File: config.mk
export PLATFORM = sky130hd
export DESIGN_NAME = partition_fit_allocator_top
export DESIGN_NICKNAME = d
export VERILOG_FILES = /design/src/rtl/pfa_pkg.sv /design/src/rtl/pfa_slot_mem.sv /design/src/rtl/pfa_scan_unit.sv /design/src/rtl/partition_fit_allocator_top.sv
export SDC_FILE = /design/constraint.sdc
export NUM_CORES = 1
export LEC_CHECK = 0
export BUFFER_PORTS_ARGS = -buffer_cell sky130_fd_sc_hd__buf_2
export CORE_MARGIN = 8
export CORE_UTILIZATION = 35
export CTS_CLUSTER_SIZE = 12
export DETAILED_ROUTE_END_ITERATION = 12
export GPL_TIMING_DRIVEN = 0
export MAX_ROUTING_LAYER = met4
export PLACE_DENSITY = 0.59
export SYNTH_ARGS = -nofsm -noshare
export SYNTH_HDL_FRONTEND = slang
export SYNTH_SLANG_ARGS = --single-unit
File: constraint.sdc
create_clock -name clk -period 5.1 [get_ports clk]
set_input_delay 0.51 -clock clk [delete_from_list [all_inputs] [get_ports clk]]
set_output_delay 0.51 -clock clk [all_outputs]
set_load 0.05 [all_outputs]
File: src/rtl/pfa_pkg.sv
// Shared types and codes for the partition fit allocator.
package pfa_pkg;

    // Input operation codes.
    localparam logic OP_LOAD  = 1'b0;
    localparam logic OP_ALLOC = 1'b1;

    // Configuration register indexes.
    localparam logic CFG_STRATEGY   = 1'b0;
    localparam logic CFG_PART_COUNT = 1'b1;

    // Widths of the configuration port and the fixed payload ports.
    localparam int CFG_DATA_W = 5;
    localparam int SLOT_W     = 4;
    localparam int AMOUNT_W   = 16;

    // Placement rule.
    typedef enum logic [1:0] {
        MODE_FIRST = 2'd0,
        MODE_BEST  = 2'd1,
        MODE_WORST = 2'd2
    } mode_t;

    // Sequencer states.
    typedef enum logic [1:0] {
        ST_IDLE,
        ST_SCAN,
        ST_DRAIN,
        ST_WRITE
    } state_t;

    // Control for the shared scan unit.
    typedef struct packed {
        logic  clear;
        logic  valid;
        mode_t mode;
    } scan_ctrl_t;

    // Map the strategy register onto a placement rule; the unused code acts as first fit.
    function automatic mode_t decode_mode(input logic [1:0] code);
        mode_t m;
        begin
            case (code)
                2'd1:    m = MODE_BEST;
                2'd2:    m = MODE_WORST;
                default: m = MODE_FIRST;
            endcase
            return m;
        end
    endfunction

endpackage

File: src/rtl/pfa_slot_mem.sv
// Free-size table: one write port and one registered read port.
module pfa_slot_mem #(
    parameter int DEPTH  = 16,
    parameter int ADDR_W = 4,
    parameter int DATA_W = 16
) (
    input  logic              clk,
    input  logic              we,
    input  logic [ADDR_W-1:0] waddr,
    input  logic [DATA_W-1:0] wdata,
    input  logic [ADDR_W-1:0] raddr,
    output logic [DATA_W-1:0] rdata
);

    logic [DATA_W-1:0] mem [DEPTH];

    // Write port.
    always_ff @(posedge clk)
    begin
        if (we)
        begin
            mem[waddr] <= wdata;
        end
    end

    // Registered read port.
    always_ff @(posedge clk)
    begin
        rdata <= mem[raddr];
    end

endmodule

File: src/rtl/pfa_scan_unit.sv
// Shared compare unit that tracks the chosen slot while the table is scanned.
module pfa_scan_unit
    import pfa_pkg::*;
#(
    parameter int IDX_W  = 4,
    parameter int DATA_W = 16
) (
    input  logic              clk,
    input  logic              rst_n,
    input  scan_ctrl_t        ctrl,
    input  logic [DATA_W-1:0] amount,
    input  logic [DATA_W-1:0] data,
    input  logic [IDX_W-1:0]  idx,
    output logic              hit,
    output logic [IDX_W-1:0]  pick,
    output logic [DATA_W-1:0] best
);

    logic              found_reg;
    logic              found_next;
    logic [IDX_W-1:0]  pick_reg;
    logic [IDX_W-1:0]  pick_next;
    logic [DATA_W-1:0] best_reg;
    logic [DATA_W-1:0] best_next;
    logic              fits;
    logic              take;

    // Decide whether the slot now presented replaces the current choice.
    always_comb
    begin
        fits = (data >= amount);
        case (ctrl.mode)
            MODE_BEST:  take = fits && (!found_reg || (data < best_reg));
            MODE_WORST: take = !found_reg || (data > best_reg);
            default:    take = fits && !found_reg;
        endcase

        found_next = found_reg;
        pick_next  = pick_reg;
        best_next  = best_reg;
        if (ctrl.clear)
        begin
            found_next = 1'b0;
        end
        else if (ctrl.valid && take)
        begin
            found_next = 1'b1;
            pick_next  = idx;
            best_next  = data;
        end
    end

    always_ff @(posedge clk or negedge rst_n)
    begin
        if (!rst_n)
        begin
            found_reg <= 1'b0;
        end
        else
        begin
            found_reg <= found_next;
        end
    end

    always_ff @(posedge clk)
    begin
        pick_reg <= pick_next;
        best_reg <= best_next;
    end

    // Worst fit keeps the largest slot and checks the fit only at the end.
    assign hit  = found_reg && (best_reg >= amount);
    assign pick = pick_reg;
    assign best = best_reg;

endmodule

File: src/rtl/partition_fit_allocator_top.sv
// Top level of the partition fit allocator: sequencer, registers and result port.
//
//  channel  | handshake             | payload
//  ---------+-----------------------+-----------------------------------
//  command  | start, busy           | op, slot, amount
//  result   | done (one-cycle)      | granted, chosen_slot, free_before
//  config   | cfg_we                | cfg_index, cfg_wdata
//
// A load is taken while idle and keeps busy low. With N slots in use (partition_count
// limited to MAX_SLOTS), an allocate keeps busy high through the scan, drain and write-back
// states: one table read per slot through the single read port, a drain state for the read
// latency and one write-back state. With no slots in use only the write-back state remains.
// done pulses in the cycle after the write-back state.
// Reset clears the configuration registers, the sequencer and done; the table and result payload are not cleared.
// The receiver cannot stall the result; busy is high during an allocate.
module partition_fit_allocator_top
    import pfa_pkg::*;
#(
    parameter int MAX_SLOTS = 16,
    parameter int SIZE_BITS = 16
) (
    input  logic                  clk,
    input  logic                  rst_n,
    input  logic                  cfg_we,
    input  logic                  cfg_index,
    input  logic [CFG_DATA_W-1:0] cfg_wdata,
    input  logic                  start,
    output logic                  busy,
    input  logic                  op,
    input  logic [SLOT_W-1:0]     slot,
    input  logic [AMOUNT_W-1:0]   amount,
    output logic                  done,
    output logic                  granted,
    output logic [SLOT_W-1:0]     chosen_slot,
    output logic [AMOUNT_W-1:0]   free_before
);

    localparam int IDX_W = $clog2(MAX_SLOTS);
    localparam int CNT_W = $clog2(MAX_SLOTS + 1);

    state_t               state_reg;
    state_t               state_next;
    logic [1:0]           strategy_reg;
    logic [4:0]           part_count_reg;
    logic [CNT_W-1:0]     count_reg;
    logic [CNT_W-1:0]     count_next;
    logic [CNT_W-1:0]     idx_reg;
    logic [CNT_W-1:0]     idx_next;
    logic [SIZE_BITS-1:0] amt_reg;
    logic [SIZE_BITS-1:0] amt_next;
    logic                 cmp_valid_reg;
    logic [IDX_W-1:0]     cmp_idx_reg;
    logic                 done_reg;
    logic                 done_next;
    logic                 granted_reg;
    logic                 granted_next;
    logic [SLOT_W-1:0]    chosen_reg;
    logic [SLOT_W-1:0]    chosen_next;
    logic [AMOUNT_W-1:0]  free_reg;
    logic [AMOUNT_W-1:0]  free_next;

    logic                 accept;
    logic [31:0]          amount_wide;
    logic [31:0]          slot_wide;
    logic [CNT_W-1:0]     count_eff;
    logic                 mem_we;
    logic [IDX_W-1:0]     mem_waddr;
    logic [SIZE_BITS-1:0] mem_wdata;
    logic [IDX_W-1:0]     mem_raddr;
    logic [SIZE_BITS-1:0] mem_rdata;
    scan_ctrl_t           scan_ctrl;
    logic                 scan_hit;
    logic [IDX_W-1:0]     scan_pick;
    logic [SIZE_BITS-1:0] scan_best;
    logic [31:0]          pick_wide;
    logic [31:0]          best_wide;

    assign accept      = start && !busy;
    assign busy        = (state_reg != ST_IDLE);
    assign amount_wide = {16'd0, amount};
    assign slot_wide   = {28'd0, slot};
    assign pick_wide   = 32'(scan_pick);
    assign best_wide   = 32'(scan_best);

    // Slots in use, limited to the table depth.
    assign count_eff = (32'(part_count_reg) > 32'(MAX_SLOTS)) ? CNT_W'(MAX_SLOTS)
                                                              : CNT_W'(part_count_reg);

    // Configuration registers.
    always_ff @(posedge clk or negedge rst_n)
    begin
        if (!rst_n)
        begin
            strategy_reg   <= 2'd0;
            part_count_reg <= 5'd0;
        end
        else if (cfg_we)
        begin
            unique case (cfg_index)
                CFG_STRATEGY:   strategy_reg   <= cfg_wdata[1:0];
                CFG_PART_COUNT: part_count_reg <= cfg_wdata;
                default:        ;
            endcase
        end
    end

    // Sequencer: next state, table accesses and result.
    always_comb
    begin
        state_next   = state_reg;
        count_next   = count_reg;
        idx_next     = idx_reg;
        amt_next     = amt_reg;
        done_next    = 1'b0;
        granted_next = granted_reg;
        chosen_next  = chosen_reg;
        free_next    = free_reg;
        mem_we       = 1'b0;
        mem_waddr    = slot_wide[IDX_W-1:0];
        mem_wdata    = amount_wide[SIZE_BITS-1:0];
        mem_raddr    = idx_reg[IDX_W-1:0];
        scan_ctrl.clear = 1'b0;
        scan_ctrl.valid = cmp_valid_reg;
        scan_ctrl.mode  = decode_mode(strategy_reg);

        unique case (state_reg)
            ST_IDLE:
            begin
                if (accept)
                begin
                    if (op == OP_LOAD)
                    begin
                        mem_we = (slot_wide < 32'(MAX_SLOTS));
                    end
                    else
                    begin
                        amt_next        = amount_wide[SIZE_BITS-1:0];
                        count_next      = count_eff;
                        idx_next        = '0;
                        scan_ctrl.clear = 1'b1;
                        state_next      = (count_eff == '0) ? ST_WRITE : ST_SCAN;
                    end
                end
            end
            ST_SCAN:
            begin
                idx_next = idx_reg + 1'b1;
                if (idx_next == count_reg)
                begin
                    state_next = ST_DRAIN;
                end
            end
            ST_DRAIN:
            begin
                state_next = ST_WRITE;
            end
            ST_WRITE:
            begin
                mem_we       = scan_hit;
                mem_waddr    = scan_pick;
                mem_wdata    = scan_best - amt_reg;
                done_next    = 1'b1;
                granted_next = scan_hit;
                chosen_next  = scan_hit ? pick_wide[SLOT_W-1:0] : '0;
                free_next    = scan_hit ? best_wide[AMOUNT_W-1:0] : '0;
                state_next   = ST_IDLE;
            end
            default:
            begin
                state_next = ST_IDLE;
            end
        endcase
    end

    always_ff @(posedge clk or negedge rst_n)
    begin
        if (!rst_n)
        begin
            state_reg     <= ST_IDLE;
            cmp_valid_reg <= 1'b0;
            done_reg      <= 1'b0;
        end
        else
        begin
            state_reg     <= state_next;
            cmp_valid_reg <= (state_reg == ST_SCAN);
            done_reg      <= done_next;
        end
    end

    // Datapath registers.
    always_ff @(posedge clk)
    begin
        count_reg   <= count_next;
        idx_reg     <= idx_next;
        amt_reg     <= amt_next;
        cmp_idx_reg <= idx_reg[IDX_W-1:0];
        granted_reg <= granted_next;
        chosen_reg  <= chosen_next;
        free_reg    <= free_next;
    end

    pfa_slot_mem #(
        .DEPTH  (MAX_SLOTS),
        .ADDR_W (IDX_W),
        .DATA_W (SIZE_BITS)
    ) u_mem (
        .clk   (clk),
        .we    (mem_we),
        .waddr (mem_waddr),
        .wdata (mem_wdata),
        .raddr (mem_raddr),
        .rdata (mem_rdata)
    );

    pfa_scan_unit #(
        .IDX_W  (IDX_W),
        .DATA_W (SIZE_BITS)
    ) u_scan (
        .clk    (clk),
        .rst_n  (rst_n),
        .ctrl   (scan_ctrl),
        .amount (amt_reg),
        .data   (mem_rdata),
        .idx    (cmp_idx_reg),
        .hit    (scan_hit),
        .pick   (scan_pick),
        .best   (scan_best)
    );

    assign done        = done_reg;
    assign granted     = granted_reg;
    assign chosen_slot = chosen_reg;
    assign free_before = free_reg;

`ifndef SYNTHESIS
    // A result transfer never repeats in the following cycle.
    assert property (@(posedge clk) disable iff (!rst_n) done |=> !done)
        else $error("result strobe held for two cycles");

    // An accepted allocate makes the block busy.
    assert property (@(posedge clk) disable iff (!rst_n)
        (start && !busy && op == OP_ALLOC) |=> busy)
        else $error("allocate accepted without going busy");

    // A refused request reports zero slot and zero size.
    assert property (@(posedge clk) disable iff (!rst_n)
        (done && !granted) |-> (chosen_slot == '0 && free_before == '0))
        else $error("refused request carries nonzero payload");

    // The scan only runs with at least one slot in use.
    assert property (@(posedge clk) disable iff (!rst_n)
        (state_reg == ST_SCAN) |-> (count_reg != '0))
        else $error("scan started with no slots in use");

    // The result leaves with the block returning to idle.
    assert property (@(posedge clk) disable iff (!rst_n) done |-> !busy)
        else $error("result strobe while still busy");
`endif

endmodule
==> Yosys cells after proc, flatten, opt, wreduce, memory -nomap -nowiden <==
Memories as Yosys holds them, arrays and structs flattened. A register that Yosys moved wholly into a read port is not among the register bits.
Cells that the tools add are included.
{ "word_totals": {"reg_bits": 83, "latch_bits": 0, "ram_bits": 256, "mem_bits_ro": 0, "in_bits": 31, "output_inout_bits": 23, "elab_cells": 81, "memories": 1} }
{ "classes": {"addsub": 2, "multipliers": 0, "div": 0, "magnitude_cmp": 6, "n_eq_ne": 11, "shift": 0, "mux": 24, "bitwise": 2, "reduce_logical": 20} }
{ "memory_table": {"columns": ["name", "words", "width", "read_ports", "rd_ports_with_merged_regs", "write_ports", "line_no", "text"], "rows": [
  ["u_mem.mem", 16, 16, 1, 1, 1, "pfa_slot_mem.sv:15", "logic [DATA_W-1:0] mem [DEPTH];"]
]} }
{ "op_table": {"columns": ["cell", "count"], "rows": [
  ["16-bit greater-or-equal comparator", 2],
  ["16-bit > comparator", 1],
  ["16-bit < comparator", 1],
  ["16-bit two-way mux", 1],
  ["16-bit subtractor", 1],
  ["5-bit two-way mux", 3],
  ["1-bit two-way mux", 10],
  ["5-bit case mux with 2 select lines", 1],
  ["3-bit AND reduction", 3],
  ["2-bit == test, second input constant", 4],
  ["2-bit two-way mux", 4],
  ["2-bit case mux with 4 select lines", 1],
  ["2-bit by 1-bit == test with 1-bit output, second input constant", 3],
  ["2-bit != test, second input constant", 3],
  ["2-bit AND reduction", 3],
  ["2-bit nonzero test", 3],
  ["5-bit by 1-bit adder with 5-bit output, second input constant", 1],
  ["5-bit == test", 1],
  ["5-bit > comparator, second input constant", 1],
  ["1-bit logical AND", 5],
  ["5-bit logical NOT", 1],
  ["4-bit by 5-bit < comparator with 1-bit output, second input constant", 1],
  ["4-bit two-way mux", 1],
  ["1-bit case mux with 2 select lines", 2],
  ["other kinds (5)", 8]
]} }

==> Depth between registers and ports, before layout <==
{ "logic_depth": {"depth_word": 7, "ltp_mapped": 10} }

==> Hierarchy <==
Synthesis repeated with hierarchy kept, for this count alone.
{ "hier_totals": {"hier_cells": 897, "hier_area_um2": 15223.4} }
{ "by_module_without_submodules": {"columns": ["module", "instances", "cells_each", "area_each_um2", "seq_area_each_um2"], "rows": [
  ["pfa_slot_mem", 1, 432, 10042.1, 8007.7],
  ["partition_fit_allocator_top", 1, 293, 3379.5, 1766.7],
  ["pfa_scan_unit", 1, 172, 1801.7, 625.6]
]} }

==> Worst setup path after synthesis <==
Ideal clock, no wire load.
{ "synth_path": {"path_kind": "register to register", "start": "register state_reg[0]", "end": "memory u_mem.mem[13][0], enable pin", "setup_ns": 0.430, "arrival_ns": 3.578, "slack_ns": 1.092, "path_stages_with_launch": 7, "path_buffers": 2, "path_cell_list": "dfrtp_1 -> ha_1 -> clkbuf_1 -> clkbuf_1 -> nand2_1 -> o22a_1 -> nor4_1"} }
{ "synth_via": {"elab_chain_cells": 7, "elab_cells_between_ends": 10, "classes_between": "1 x eq/ne; 5 x mux; 4 x reduce/logical"} }
{ "synth_rtl": {"columns": ["item", "line_no", "text"], "rows": [
  ["start, declared", "partition_fit_allocator_top.sv:41", "state_t state_reg;"],
  ["start signal, assigned", "partition_fit_allocator_top.sv:185", "state_reg <= state_next;"],
  ["2-bit nonzero test", "partition_fit_allocator_top.sv:79", "assign busy = (state_reg != ST_IDLE);"],
  ["1-bit logical NOT", "partition_fit_allocator_top.sv:78", "assign accept = start && !busy;"],
  ["1-bit logical AND", "partition_fit_allocator_top.sv:78", null],
  ["1-bit two-way mux", "partition_fit_allocator_top.sv:129", "if (accept)"],
  ["1-bit case mux with 2 select lines", "partition_fit_allocator_top.sv:126", "unique case (state_reg)"],
  ["1-bit two-way mux", "pfa_slot_mem.sv:20", "if (we)"],
  ["1-bit two-way mux (implied by the code)", "pfa_slot_mem.sv:22", "mem[waddr] <= wdata;"],
  ["end, declared", "pfa_slot_mem.sv:15", null]
]} }
Several ways; a longest one is shown, not always the timed one.

==> Worst setup path after layout <==
{ "layout_path": {"start": "register state_reg[0]", "end": "memory u_mem.mem[8][3], enable pin"} }
Same word-level chain as after synthesis.

==> run metrics <==
run status=complete, no violations; hpwl dp=25.0 mm; clk slew on worst S/H paths=60 ps; drt total wl=35.1 mm; syn nets=936; Num CTS Buffers=38; Setup TNS Final=0 ps; Biggest register=u_mem.mem; setup ws final=911 ps; Max-slew headroom=16.9%; Final ANT Viol Nets=0; Post-synth ARST share=3.38%; Hold Crit Depth=1; Die Width=223 um; Synth cell types=between 60 and 70; pwr dens=545 nW/um^2; via/cell ratio=5.21; RD Place Congestion=0.836; yosys warns=0; share of post-route cells with drive strength above 1=25.6%; synthesized cell area=15000 um^2; DRC Markers=0; Synth Register Bits=355; post-CTS sizing=0; P_leak=around 6.1 nW; synthesized netlist cell count=~850; Max-Cap Viols=0; setup bufs post-CTS=0; IO buf count=53; Final min period=4190 ps; vias=8018; CTS root buffer=clkbuf_16; CP Class=reg -> reg; RSZ-0062 raised after global routing=no; I/O Pins=54; Reg2Reg Depth=7; DRT Pass-1 Iters=5; Core ar.=42700 um^2; Post-synth EDFFs=323; All-Layer GR Usage=14.4%; startpoint types=flip-flop; # hold bufs at CTS=1; Clk Latency, worst-skew pair=530 ps; setup slack, reg-to-reg=910 ps; share of the clock period used by the worst path=82.1%; Row Count=76; DR WL/cell=22.8 um; Die Ht=223 um; vias in the first global route=8284; CTS sink count=355; Worst Skew=14.9 ps; number of antenna diodes=0; Max H-tree Level=2; f_max=~240 MHz; hold crit path type=in -> reg; TritonCTS clock tree=done; Area Overhead vs Synth=16.9%; maximum VDD drop=0.252 mV; CP endpoint kind=flip-flop; DR iter-0 viols=717; global-route wire length before repair=52.1 mm; overflow left after global routing=0; Max FO, Critical Path=24; Initial Utilization=35.2%; sequential share of the synthesized area=between 60 and 70%; Primary FF master, synth=edfxtp_1; fin nets=1053; final setup fails=0; Slew Viols, Final=0; Tightest Pin Transition=1240 ps; Die Area=roughly 50000 um^2; Largest register FFs=roughly 260; WP data arrival=approximately 4400 ps; CP required=5340 ps; initial antenna violation count=0; Hold Violations, Final=0; syn avg cell area=17.7 um^2; largest net degree at the start of global routing=25; pre-CTS setup slack=798 ps; CTS Buffer Depth=3
metrics by stage:
stage          std cells  hold WS (ps)  utilization [%]  total power [mW]  instance area (um^2)
2_1_floorplan        851           214                -              6.09                 15000
3_3_place_gp        1450           351             37.4              7.01                 16000
3_5_place_dp        1473           378             38.5              7.14                 16400
4_1_cts             1538           160             41.2              9.67                 17600
5_1_grt             1538           157             41.2              10.0                 17600
6_report            1538           176             41.2              9.58                 17600
area by class of cell:
class	count	area, um^2
tap	546	683
fill	3707	25100
sequential	355	10400
clock buffer	48	1010
inverter	49	184
timing repair buffer	77	634
multi-input combinational	417	4390
clock inverter	16	115
buffer	30	169
layer usage:
layer  up-vias  GRT usage [%]  wire, um
li1       3609              -         -
met2       217           23.7     17300
met3        53           2.99      2040
met5         -              -         0
met4         0           3.59       709
met1      4139           18.2     15100
kinds of logic (layout without fill, tap and decap cells):
group,Yosys count,count (layout),synth area share [%]
compound gates,97,97,4.41
xor+xnor,15,15,0.874
fa+ha+maj,54,54,4.54
buf+inv,79,220,2.35
flops,355,355,69.2
mux,94,94,13.0
simple gates,157,157,5.64
synthesized netlist by cell type (all sizes together) (3+ instances only):
library cell | count | area (um^2)
nor4 | 4 | 25.0
and2 | 23 | 144
nor2 | 32 | 120
a21o | 3 | 22.5
inv | 48 | 180
a31oi | 3 | 31.3
dfrtp | 12 | 300
nor3 | 14 | 120
ha | 53 | 663
nand3 | 12 | 60.1
nand4 | 6 | 37.5
xnor2 | 10 | 87.6
dfxtp | 20 | 400
mux4 | 80 | 1800
nor2b | 13 | 81.3
buf | 18 | 124
xor2 | 5 | 43.8
edfxtp | 323 | 9700
nand2 | 35 | 131
mux2 | 12 | 135
nand2b | 5 | 31.3
a211oi | 9 | 67.6
o211ai | 6 | 45.0
a21oi | 28 | 144
o21ai | 21 | 105
o21a | 3 | 22.5
clkbuf | 12 | 45.0
path summary, 6_finish.rpt:
kind	from	end
worst min register to register	idx_reg[3]$_SDFFCE_PN0P_	cmp_idx_reg[3]$_DFF_P_
worst max register to register	state_reg[0]$_DFFE_PN0P_	u_mem.mem[8][3]$_DFFE_PP_
max in group asynchronous	rst_n	state_reg[0]$_DFFE_PN0P_
worst max-delay path	state_reg[0]$_DFFE_PN0P_	u_mem.mem[8][3]$_DFFE_PP_
worst min-delay path	amount[0]	amt_reg[0]$_DFFE_PP_
min in group asynchronous	rst_n	strategy_reg[1]$_DFFE_PN0P_
power by group:
part           internal, mW  switching, mW
Combinational          1.20           1.91
Clock                  1.45           1.07
Sequential             3.77          0.180
Total                  6.42           3.16
placed cells by master (no fill, tap or decap), drive strengths merged, types with 12 or more instances in the layout:
| master | n |
|---|---|
| nor3 | 14 |
| and2 | 23 |
| nor2 | 32 |
| inv | 48 |
| mux4 | 80 |
| nor2b | 13 |
| a21oi | 28 |
| dfrtp | 12 |
| ha | 53 |
| clkbuf | 60 |
| o21ai | 21 |
| nand3 | 12 |
| dfxtp | 20 |
| clkinv | 16 |
| mux2 | 12 |
| nand2 | 35 |
| edfxtp | 323 |
| buf | 94 |
worst max-delay path, stage by stage (launching register included):
cell and delay, ps:
dfrtp_1 400, ha_1 930, clkinv_1 640, or4_1 650, a31oi_1 180, a21oi_1 160, nor2_2 700, buf_16 220
Note: power is estimated with default switching activity, not from simulation.
